`config.mk`:
```
export PLATFORM = sky130hd
export DESIGN_NAME = dbd_out
export DESIGN_NICKNAME = d
export VERILOG_FILES = /design/src/dbd_pkg.sv /design/src/dbd_out.sv
export SDC_FILE = /design/constraint.sdc
export NUM_CORES = 1
export LEC_CHECK = 0
export ABC_AREA = 1
export BUFFER_PORTS_ARGS = -buffer_cell sky130_fd_sc_hd__buf_4
export CORE_UTILIZATION = 55
export DETAILED_ROUTE_END_ITERATION = 6
export MAX_ROUTING_LAYER = met4
export PLACE_DENSITY = 0.91
export SLEW_MARGIN = 40
export SYNTH_ARGS = -nofsm -noshare
export SYNTH_HDL_FRONTEND = slang
export SYNTH_SLANG_ARGS = --single-unit
```
`constraint.sdc`:
```
create_clock -name clk -period 20.3 [get_ports clk]
set_input_delay 1.015 -clock clk [delete_from_list [all_inputs] [get_ports clk]]
set_output_delay 1.015 -clock clk [all_outputs]
set_load 0.1 [all_outputs]
```
`src/dbd_pkg.sv`:
```
`timescale 1ns / 1ps

package dbd_pkg;

  localparam int MAX_FEATURES_DEF = 128;
  localparam int MAX_BOXES_DEF    = 16384;

  localparam int MIN_FEATURES  = 6;
  localparam int OBJ_POS       = 4;
  localparam int FIRST_CLASS   = 5;

  localparam int CFG_IDX_W = 8;
  localparam int CFG_DAT_W = 32;

  localparam logic [CFG_IDX_W-1:0] REG_SCORE_THRESHOLD = 8'd0;
  localparam logic [CFG_IDX_W-1:0] REG_FEATURE_COUNT   = 8'd1;
  localparam logic [CFG_IDX_W-1:0] REG_SCALE_X         = 8'd2;
  localparam logic [CFG_IDX_W-1:0] REG_SCALE_Y         = 8'd3;

  localparam logic [16:0] RST_SCORE_THRESHOLD = 17'd32768;
  localparam logic [7:0]  RST_FEATURE_COUNT   = 8'd84;
  localparam logic [23:0] RST_SCALE_X         = 24'd65536;
  localparam logic [23:0] RST_SCALE_Y         = 24'd65536;

  // one finished box, handed from the accumulator to the multiplier stage
  typedef struct packed {
    logic signed [33:0] dx;
    logic signed [33:0] dy;
    logic signed [31:0] w;
    logic signed [31:0] h;
    logic signed [31:0] obj;
    logic signed [31:0] best;
    logic [6:0]         cls;
    logic [13:0]        idx;
  } box_t;

  // registered products of one box
  typedef struct packed {
    logic signed [63:0] prod;
    logic signed [58:0] px;
    logic signed [58:0] py;
    logic signed [56:0] pw;
    logic signed [56:0] ph;
    logic [6:0]         cls;
    logic [13:0]        idx;
  } prod_t;

endpackage

```
`src/dbd_out.sv`:
```
`timescale 1ns / 1ps

module dbd_out (
  input  logic               clk,
  input  logic               rst,
  input  logic               prod_valid,
  output logic               prod_ready,
  input  dbd_pkg::prod_t     prod,
  input  logic [16:0]        score_threshold,
  output logic               out_valid,
  input  logic               out_ready,
  output logic signed [15:0] box_left,
  output logic signed [15:0] box_top,
  output logic signed [15:0] box_width,
  output logic signed [15:0] box_height,
  output logic [30:0]        score,
  output logic [6:0]         class_index,
  output logic [13:0]        box_index
);
  import dbd_pkg::*;

  function automatic logic signed [15:0] trunc_sat16(input logic signed [63:0] p,
                                                     input int sh);
    logic signed [63:0] bias;
    logic signed [63:0] q;
    bias = p[63] ? ((64'sd1 <<< sh) - 64'sd1) : 64'sd0;
    q    = (p + bias) >>> sh;
    if (q > 64'sd32767) begin
      trunc_sat16 = 16'sh7FFF;
    end else if (q < -64'sd32768) begin
      trunc_sat16 = 16'sh8000;
    end else begin
      trunc_sat16 = q[15:0];
    end
  endfunction

  logic        keep;
  logic [30:0] score_sat;

  assign prod_ready = !out_valid || out_ready;

  always_comb begin
    keep      = !prod.prod[63] && (prod.prod[63:16] > {31'd0, score_threshold});
    score_sat = (|prod.prod[62:47]) ? 31'h7FFF_FFFF : prod.prod[46:16];
  end

  always_ff @(posedge clk) begin
    if (rst) begin
      out_valid <= 1'b0;
    end else if (prod_ready) begin
      out_valid <= prod_valid && keep;
    end
  end

  always_ff @(posedge clk) begin
    if (prod_ready && prod_valid) begin
      box_left    <= trunc_sat16(64'(prod.px), 33);
      box_top     <= trunc_sat16(64'(prod.py), 33);
      box_width   <= trunc_sat16(64'(prod.pw), 32);
      box_height  <= trunc_sat16(64'(prod.ph), 32);
      score       <= score_sat;
      class_index <= prod.cls;
      box_index   <= prod.idx;
    end
  end

endmodule

```
==> results.py <==
metrics = {
    "worst_setup_path": {
        "required_ps": 20480,
        "crit_fanout": 37,
        "critPathCapture": "box_left[0]$_SDFFCE_PN1P_",
        "ff2ff_setup_slack_ps": 18000,
        "cp-start-kind": "input port",
        "reg2reg_depth": 3,
        "crit_start": "prod[252]",
        "end_kind": "flip-flop",
        "criticalPathCategory": "in2reg",
        "r2r_end": "box_left[13]$_SDFFCE_PN1P_",
        "reg2reg_from": "out_valid$_SDFFE_PP0N_",
        "critical_path_arrival_ps": 3690,
    },
    "floorplanning": {
        "fp.dieW_um": 176,
        "rows": 63,
        "core_area_mm2": 0.0297,
        "die_y_um": 176,
        "die_area_mm2": 0.0310,
        "initial_utilization": 0.560,
        "io_pins": 456,
    },
    "sta": {
        "clock_skew_ps": 6.53,
        "hold_slack_ps": 586,
        "worstMarginPinSlew_ps": 714,
        "max_slew_margin": 0.524,
        "period_minus_slack_ps": 3510,
        "finalSetupViolCount": 0,
        "fmax_mhz": 285,
        "grt_setup_unrepaired": "no",
        "final-max-slew-violation-count": 0,
        "layout_worst_path_cycle_share": 0.173,
        "hold_viol": 0,
        "final.setup.tns_ps": 0,
    },
    "drt": {
        "drt_iter0_drc": 2011,
        "drt-total-wl_mm": 62.6,
        "viasPerCell": 5.46,
        "vias": 20646,
        "drc": 0,
        "ant_nets": 0,
        "dr.pass1.iters": 6,
        "drt-wirelength-per-cell_um": 16.6,
    },
    "grt": {
        "grt_max_degree": 70,
        "grt_overflow": 0,
        "grt_pass1_wl_mm": 97.6,
        "antenna_found_initial": 4,
        "grt_pass1_vias": 19525,
        "track_usage": 0.412,
    },
    "clocking": {
        "path_clk_slew_ps": 70,
        "cts_setup_buffers": 0,
        "cts-root-buf": "clkbuf_16",
        "cts_tree": "built",
        "cts.repair.resized": 0,
        "postCtsHoldBufs": 0,
        "htreeDepth": 4,
        "cts.sinks": 117,
        "clk_path_buf_depth": 2,
        "numCtsBuffers": 17,
        "worstSkewPairLatency_ps": 440,
    },
    "placement": {
        "io_buffers": 439,
        "hpwl_mm": 52.5,
        "post_dp_cell_area_mm2": 0.0204,
        "dp.cells": 3745,
        "gp_congestion": 1.07,
    },
    "final_layout": {
        "fin_cells": 3781,
        "area_growth_pct": 26.1,
        "final_core_util": 0.707,
        "fin_area_mm2": 0.0210,
        "drive_above_1_share": 0.158,
        "finalNetCount": 3855,
    },
    "power_and_ir_drop": {
        "power.net_switching_mw": 0.438,
        "p_seq_frac": 0.273,
        "powerDensity_mw_per_mm2": 49.6,
        "combPwrFrac": 0.414,
        "intPower_mw": 0.604,
        "clkPwrFrac": 0.313,
        "ir_worst_vdd_uv": 51.6,
        "power_leakage_nw": 11.5,
        "swShare": 0.420,
    },
    "run": {
        "cap_violations": 0,
    },
    "logic_synthesis": {
        "ys_top_cells_by_count": "nand2_1 (1113), inv_1 (509), nor2_1 (381), nand3_1 (178), ha_1 (143)",
        "synth_cells": 2926,
        "async_reset_ff_frac": 0,
        "ys_ff_latch": 117,
        "yosysUniqueCellTypes": 45,
        "synth_nets": 3407,
        "yosys-top-cells-area": "nand2_1 (25%), edfxtp_1 (21%), inv_1 (11%)",
        "synthesis.area_mm2": 0.0167,
        "synth_edf_count": 116,
        "ys_seq_area_frac": 0.210,
        "synthFlopType": "edfxtp_1",
        "synth_top_area_frac": 0.251,
        "synth_top_area_cell": "nand2_1",
        "yosysMostFrequentCell": "nand2_1",
        "yosysWarnings": 0,
        "syn_avg_cell_area_um2": 5.69,
    },
    "outcome": {
        "status": "finished clean",
    },
    "hold_path": {
        "min_path_type": "reg2reg",
    },
}
metrics by stage:
stage / setup WS (ps) / total power, mW
2_1_floorplan: 10060 / 0.570
3_3_place_gp: 16520 / 0.700
3_5_place_dp: 16470 / 0.710
4_1_cts: 16910 / 1.03
5_1_grt: 16620 / 1.09
6_report: 16790 / 1.04
cells by family after synthesis:
| family | share of synthesized area |
|---|---|
| fa+ha+maj | 0.107 |
| simple gates | 0.461 |
| flops | 0.210 |
| compound gates | 0.0862 |
| xor+xnor | 0.0116 |
| buf+inv | 0.123 |
state kept, by name, summed over array words and instances, names as in the netlist:
| signal | cells |
|---|---|
| box_top | 16 |
| box_left | 16 |
| score | 31 |
| box_height | 16 |
| out_valid | 1 |
| class_index | 7 |
| box_index | 14 |
| box_width | 16 |
layout make-up:
cell class / count / area, µm²
multi-input combinational: 2276 / 11100
fill: 2596 / 8720
sequential: 117 / 3500
timing repair buffer: 442 / 3320
inverter: 520 / 1950
tap: 390 / 488
clock buffer: 17 / 425
clock inverter: 15 / 181
antenna: 4 / 10.0
critical path, cell delays in order:
cell and delay, ps:
buf_4 350, ha_1 340, a21oi_1 300, nand2_1 180
nand2_1 100, nand3_1 70, nand2_1 90, nand3_1 210
nand3_1 130, nand2_1 110, nor3_1 360, nand2_1 160
nand2_4 190, nand2_1 100
cell usage in the layout, fill, tap and decap left out, types with 5 or more instances in the layout:
master     instances
nand2_1         1113
inv_1            509
buf_4            441
nor2_1           381
nand3_1          178
ha_1             143
a21oi_1          142
edfxtp_1         116
o21ai_0           65
nor3_1            51
nand4_1           48
o21bai_1          20
xor2_1            18
nand3b_1          17
clkbuf_16         17
nor2_2            13
nand2_2           11
inv_2             10
nand3_2            9
a21o_1             8
nor4_1             8
a21boi_0           7
inv_6              7
and2_1             5
metal layers:
metal | share of wire | global-route usage
met1 | 0.39 | 0.483
met2 | 0.46 | 0.673
met3 | 0.090 | 0.0762
met4 | 0.057 | 0.212
met5 | 0 | -
worst min-delay path by stage:
| stage | end | cells after the start | startpoint | slack, ps |
|---|---|---|---|---|
| 5_1_grt | out_valid$_SDFFE_PP0N_ | 2 | out_valid$_SDFFE_PP0N_ | 630 |
| 2_1_floorplan | out_valid$_SDFFE_PP0N_ | 1 | rst | 1080 |
| 4_1_cts | out_valid$_SDFFE_PP0N_ | 2 | out_valid$_SDFFE_PP0N_ | 580 |
| 6_report | out_valid$_SDFFE_PP0N_ | 2 | out_valid$_SDFFE_PP0N_ | 590 |
| 3_5_place_dp | out_valid$_SDFFE_PP0N_ | 2 | out_valid$_SDFFE_PP0N_ | 570 |
| 3_3_place_gp | out_valid$_SDFFE_PP0N_ | 2 | out_valid$_SDFFE_PP0N_ | 560 |
power by group through the flow:
stage	Clock, mW	Sequential [mW]	Combinational, mW
after floorplan	0	0.374	0.196
after global placement	0	0.289	0.411
after detailed placement	0	0.290	0.421
after CTS	0.326	0.285	0.423
after global routing	0.335	0.285	0.469
final	0.326	0.285	0.431
No activity file was read; power rests on OpenSTA's default activity.
