<file path="config.mk">
export PLATFORM = sky130hd
export DESIGN_NAME = dbd_accum
export DESIGN_NICKNAME = d
export VERILOG_FILES = /design/src/dbd_pkg.sv /design/src/dbd_accum.sv
export SDC_FILE = /design/constraint.sdc
export NUM_CORES = 1
export LEC_CHECK = 0
export ABC_CLOCK_PERIOD_IN_PS = 12550
export BUFFER_PORTS_ARGS = -buffer_cell sky130_fd_sc_hd__buf_2
export CELL_PAD_IN_SITES_DETAIL_PLACEMENT = 0
export CELL_PAD_IN_SITES_GLOBAL_PLACEMENT = 1
export CORE_UTILIZATION = 50
export CTS_CLUSTER_SIZE = 25
export DETAILED_ROUTE_END_ITERATION = 10
export PLACE_DENSITY_LB_ADDON = 0.1
export SLEW_MARGIN = 40
export SYNTH_ARGS = -nofsm -noshare
export SYNTH_HDL_FRONTEND = slang
export SYNTH_SLANG_ARGS = --single-unit
</file>
<file path="constraint.sdc">
create_clock -name clk -period 12.55 [get_ports clk]
set_input_delay 1.8825 -clock clk [delete_from_list [all_inputs] [get_ports clk]]
set_output_delay 1.8825 -clock clk [all_outputs]
set_load 0.03 [all_outputs]
</file>
<file path="src/dbd_pkg.sv">
`timescale 1ns / 1ps

package dbd_pkg;

  localparam int MAX_FEATURES_DEF = 128;
  localparam int MAX_BOXES_DEF    = 16384;

  localparam int MIN_FEATURES  = 6;
  localparam int OBJ_POS       = 4;
  localparam int FIRST_CLASS   = 5;

  localparam int CFG_IDX_W = 8;
  localparam int CFG_DAT_W = 32;

  localparam logic [CFG_IDX_W-1:0] REG_SCORE_THRESHOLD = 8'd0;
  localparam logic [CFG_IDX_W-1:0] REG_FEATURE_COUNT   = 8'd1;
  localparam logic [CFG_IDX_W-1:0] REG_SCALE_X         = 8'd2;
  localparam logic [CFG_IDX_W-1:0] REG_SCALE_Y         = 8'd3;

  localparam logic [16:0] RST_SCORE_THRESHOLD = 17'd32768;
  localparam logic [7:0]  RST_FEATURE_COUNT   = 8'd84;
  localparam logic [23:0] RST_SCALE_X         = 24'd65536;
  localparam logic [23:0] RST_SCALE_Y         = 24'd65536;

  // one finished box, handed from the accumulator to the multiplier stage
  typedef struct packed {
    logic signed [33:0] dx;
    logic signed [33:0] dy;
    logic signed [31:0] w;
    logic signed [31:0] h;
    logic signed [31:0] obj;
    logic signed [31:0] best;
    logic [6:0]         cls;
    logic [13:0]        idx;
  } box_t;

  // registered products of one box
  typedef struct packed {
    logic signed [63:0] prod;
    logic signed [58:0] px;
    logic signed [58:0] py;
    logic signed [56:0] pw;
    logic signed [56:0] ph;
    logic [6:0]         cls;
    logic [13:0]        idx;
  } prod_t;

endpackage

</file>
<file path="src/dbd_accum.sv">
`timescale 1ns / 1ps

module dbd_accum #(
  parameter int MAX_FEATURES = dbd_pkg::MAX_FEATURES_DEF,
  parameter int MAX_BOXES    = dbd_pkg::MAX_BOXES_DEF
) (
  input  logic               clk,
  input  logic               rst,
  input  logic               in_valid,
  output logic               in_ready,
  input  logic signed [31:0] feature_value,
  input  logic [7:0]         feature_count,
  output logic               box_valid,
  input  logic               box_ready,
  output dbd_pkg::box_t      box
);
  import dbd_pkg::*;

  localparam int PW = $clog2(MAX_FEATURES);
  localparam int LW = (PW + 1 > 8) ? PW + 1 : 8;
  localparam int BW = (MAX_BOXES > 1) ? $clog2(MAX_BOXES) : 1;

  logic [PW-1:0]      pos;
  logic [BW-1:0]      box_cnt;
  logic signed [31:0] geo [4];
  logic signed [31:0] obj;
  logic signed [31:0] best;
  logic [6:0]         cls;

  logic [LW-1:0]      fc_ext;
  logic [LW-1:0]      lim;
  logic               last;
  logic               accept;
  logic signed [31:0] obj_next;
  logic signed [31:0] best_next;
  logic [6:0]         cls_next;
  logic signed [31:0] best_base;
  logic [6:0]         cls_base;

  assign in_ready = !box_valid || box_ready;
  assign accept   = in_valid && in_ready;

  always_comb begin
    fc_ext = LW'(feature_count);
    if (fc_ext < LW'(MIN_FEATURES)) begin
      lim = LW'(MIN_FEATURES);
    end else if (fc_ext > LW'(MAX_FEATURES)) begin
      lim = LW'(MAX_FEATURES);
    end else begin
      lim = fc_ext;
    end
    last = LW'(pos) >= (lim - LW'(1));
  end

  always_comb begin
    best_base = (pos == '0) ? 32'sd0 : best;
    cls_base  = (pos == '0) ? 7'd0 : cls;
    obj_next  = (pos == PW'(OBJ_POS)) ? feature_value : obj;
    best_next = best_base;
    cls_next  = cls_base;
    if (pos >= PW'(FIRST_CLASS) && feature_value > best_base) begin
      best_next = feature_value;
      cls_next  = 7'(pos - PW'(FIRST_CLASS));
    end
  end

  always_ff @(posedge clk) begin
    if (rst) begin
      pos       <= '0;
      box_cnt   <= '0;
      obj       <= '0;
      best      <= '0;
      cls       <= '0;
      box_valid <= 1'b0;
      for (int i = 0; i < 4; i++) begin
        geo[i] <= '0;
      end
    end else begin
      if (box_ready) begin
        box_valid <= 1'b0;
      end
      if (accept) begin
        if (pos < PW'(OBJ_POS)) begin
          geo[pos[1:0]] <= feature_value;
        end
        obj  <= obj_next;
        best <= best_next;
        cls  <= cls_next;
        if (last) begin
          pos       <= '0;
          box_cnt   <= (box_cnt == BW'(MAX_BOXES - 1)) ? '0 : box_cnt + BW'(1);
          box_valid <= 1'b1;
        end else begin
          pos <= pos + PW'(1);
        end
      end
    end
  end

  always_ff @(posedge clk) begin
    if (accept && last) begin
      box.dx   <= {geo[0][31], geo[0], 1'b0} - {{2{geo[2][31]}}, geo[2]};
      box.dy   <= {geo[1][31], geo[1], 1'b0} - {{2{geo[3][31]}}, geo[3]};
      box.w    <= geo[2];
      box.h    <= geo[3];
      box.obj  <= obj_next;
      box.best <= best_next;
      box.cls  <= cls_next;
      box.idx  <= 14'(box_cnt);
    end
  end

endmodule

</file>
==> results by group <==
Timing
  – Post-route minimum period: about 5700 ps
  – Clk_skew: roughly 11 ps
  – Final Setup Violations: 0
  – Fmax: between 0.15 and 0.2 GHz
  – Final Slew Violations: 0
  – Slack of the critical path: approximately 6900 ps
  – Relative slew slack: 0.449
  – Setup TNS: 0 ps
  – Final period utilization: 0.454
  – RSZ-0062 raised after global routing: no
  – Hold Fails Final Rpt: 0
  – Hold Slack: around 450 ps
  – Actual slew at the worst max-slew pin: roughly 820 ps

Clock tree
  – Postcts setup bufs: 0
  – CTS buffer count: 47
  – # hold bufs at CTS: 0
  – Clk Latency, worst-skew pair: 580 ps
  – CTS tree: done
  – Clock sinks: about 440
  – Root buf cell: clkbuf_16
  – H-tree levels: 2
  – Reg clk slew, reported paths: roughly 60 ps
  – PostCTS Resize Cnt: 0
  – Max Root-Sink Buffers: 3

Logic synthesis
  – Area fraction of the dominant cell type after synthesis: 0.497
  – Synth Instances: between 1500 and 2000
  – Post-synthesis mux area share: 0.0184
  – Synth area leader: edfxtp_1
  – Syn Area/Cell: approximately 12 sq um
  – Most common flop cell mapped by yosys: edfxtp_1
  – Post-synthesis compound-gate area fraction: 0.0777
  – Synth Area in Adders: 0.0672
  – Synth Register Bits: 436
  – Synth warn: 0
  – Largest cells by area after synthesis: edfxtp_1 (50%), dfxtp_1 (9.0%), ha_1 (6.5%), nand4b_1 (2.9%), and2_1 (2.8%)
  – Async S/R FF share, synth: 0
  – Top-count cell post-synth: edfxtp_1
  – Netlist cell types: around 70
  – XOR/XNOR Fraction of Synth Area: 0.0347
  – Largest family of logic cells by synthesized area: simple AND/OR/NAND/NOR gates
  – Syn nets: 1936
  – Seq/Total Area, Yosys: 0.587
  – Mapped Area: about 0.021 sq mm
  – Post-synth top cells: edfxtp_1 (343), nor2_1 (144), nand2_1 (119)
  – Number of synthesized flops with an enable pin: about 340
  – Simple-gate share of the synthesized area: 0.181

Global route
  – Grt ovf: 0
  – Vias in the first global route: around 13000
  – Largest net degree at the start of global routing: 95
  – Initial antenna violation count: 2
  – Global-route wire length before repair: 76400 um
  – GRT Total Usage: 0.238

Floorplan
  – Core area: 0.0408 sq mm
  – Chip Width: just over 200 um
  – Total I/O pin count: 263
  – FP Rows: 74
  – Starting Density: 0.507
  – Die H: 206 um
  – Die Footprint: 0.0422 sq mm

Setup path
  – Worst path depth: 15
  – CP Cell Sequence: inv_1 -> ha_1 -> nand2_2 -> buf_4 -> nand2_1 -> ha_1 -> nand4_1 -> or4_1 -> a21o_1 -> o211ai_1 -> a21oi_1 -> xor2_1 -> and3_2 -> buf_4 -> o21ai_0
  – Crit path DAT: 5990 ps
  – CP endpoint kind: flip-flop
  – Critical Path Sink: box[44]
  – Delay-heaviest family, CP: simple AND/OR/NAND/NOR gates
  – Critical R2R Launch: pos[0]
  – Reg2Reg Depth: 15
  – Worst Path Buf+Inv: 3
  – CP required: roughly 13000 ps
  – Slowest CP cell: and3_2
  – Critical path fanouts, max: 55
  – Reg2reg setup slack: between 6000 and 7000 ps
  – Worst setup path start: pos[0]
  – Setup Crit Path Kind: flip-flop to flip-flop
  – Critical R2R Capture: box[44]
  – Critical path startpoint category: flip-flop
  – CP max stage delay: approximately 700 ps

Final layout
  – Area of the multi-input gates: roughly 0.0079 sq mm
  – Filler cells: between 3000 and 4000
  – Seq. cell area: about 0.012 sq mm
  – # nets final: ~2200
  – Share of cells above drive strength 1: 0.194
  – Cell area after layout: approximately 0.024 sq mm
  – Layout area overhead: 16.4%

Drt
  – DRC Markers: 0
  – TritonRoute pass-1 iters: 7
  – Via count: between 10000 and 15000
  – Detailed Route WL: about 50000 um
  – DR vias/cell: roughly 5.5
  – Drt wl/cell: a little under 20 um
  – Antenna Nets Post-Route: 0
  – Initial DRC count: approximately 800

Power and ir drop
  – Peak supply drop: ~0.10 mV
  – Switch share: 0.235
  – Part of the power in registers: 0.481
  – Static Leak: 9.69 nW
  – Clock power frac: 0.410
  – Psw: about 0.80 mW
  – Comb pwr share: 0.109
  – Internal Pwr Total: 2.59 mW
  – Power Dens Cells: between 100 and 150 mW/mm^2

Place
  – Routability cong.: just under 0.9
  – Post-DP HPWL: 34600 um
  – Worst slack, placed: 6260 ps
  – Post-DP Area: about 0.023 sq mm
  – # port buffers: about 260

Flow run
  – Max_cap viols: 0

Worst hold path
  – Hold Path Class: flip-flop to flip-flop

Outcome
  – Status: completed
[routing by layer]
metal / global-route usage / wire [um] / vias to the layer above
met5: 0 / 0 / -
li1: - / - / 6964
met3: 0.0304 / 2740 / 72
met1: 0.340 / 23000 / 6867
met2: 0.378 / 23700 / 410
met4: 0.0738 / 1150 / 0
[cell families after synthesis]
family | count (synthesis)
flip-flops | 436
multiplexers | 34
AND/OR/NAND/NOR | 688
buffers and inverters | 182
AO/OA/AOI/OAI | 250
XOR/XNOR | 82
adder cells (fa/ha/maj) | 110
[layout make-up]
type,count,area share
Sequential cell,436,0.504
Antenna cell,1,0.000104
Multi-Input combinational cell,1164,0.327
Clock buffer,59,0.0528
Tap cell,532,0.0276
Clock inverter,26,0.0108
Inverter,95,0.0151
Timing Repair Buffer,279,0.0619
[how the worst min path moves through the flow]
stage / start / to / slack (ps) / cells past startpoint
2_1_floorplan: geo[3][15] / box[100] / 430 / 0
6_report: geo[3][2] / box[87] / 450 / 0
4_1_cts: geo[3][30] / box[115] / 450 / 0
3_3_place_gp: geo[2][6] / box[123] / 440 / 0
3_5_place_dp: geo[3][30] / box[115] / 430 / 0
5_1_grt: geo[3][30] / box[115] / 450 / 0
[power groups by stage]
stage               sequential (mW)  combinational [mW]  clock [mW]
CTS                            1.63               0.369        1.42
finish                         1.63               0.370        1.39
detailed placement             1.66               0.368           0
global route                   1.63               0.411        1.46
global placement               1.66               0.361           0
floorplan                      1.65               0.270           0
[per-stage QoR]
stage          instances  utilization  power [mW]
6_report            2592        0.591        3.38
5_1_grt             2591        0.590        3.50
4_1_cts             2591        0.590        3.41
3_5_place_dp        2506        0.553        2.03
3_3_place_gp        2503        0.551        2.02
2_1_floorplan       1782            -        1.92
[flip-flops by register name, indices dropped and copies added (netlist names)]
name and flops:
geo 128, box_valid 1, box 215, obj 32, box_cnt 14, best 32
pos 7, cls 7
[placed cells by master, fill, tap and decap left out, types with 11 or more instances in the layout]
master     Yosys  routed
a21o_1        27      27
xnor2_1       50      50
and3_1        38      37
buf_2          7     261
nand4_1       16      16
nor3_1        51      49
o21ai_0       77      77
dfxtp_1       93      93
clkinv_1       0      15
edfxtp_1     343     343
nand3b_1      43      43
nand4b_1      69      69
xor2_1        32      32
nand2_1      119     117
o21a_1        16      16
ha_1         108     108
nor2_1       144     142
inv_1         95      94
buf_4          2      11
clkbuf_16      0      49
nor2b_1       11      11
and2_1        93      92
mux2_2        32      32
nand3_1       67      66
a21oi_1       63      63
(Power assumes the default switching activity.)
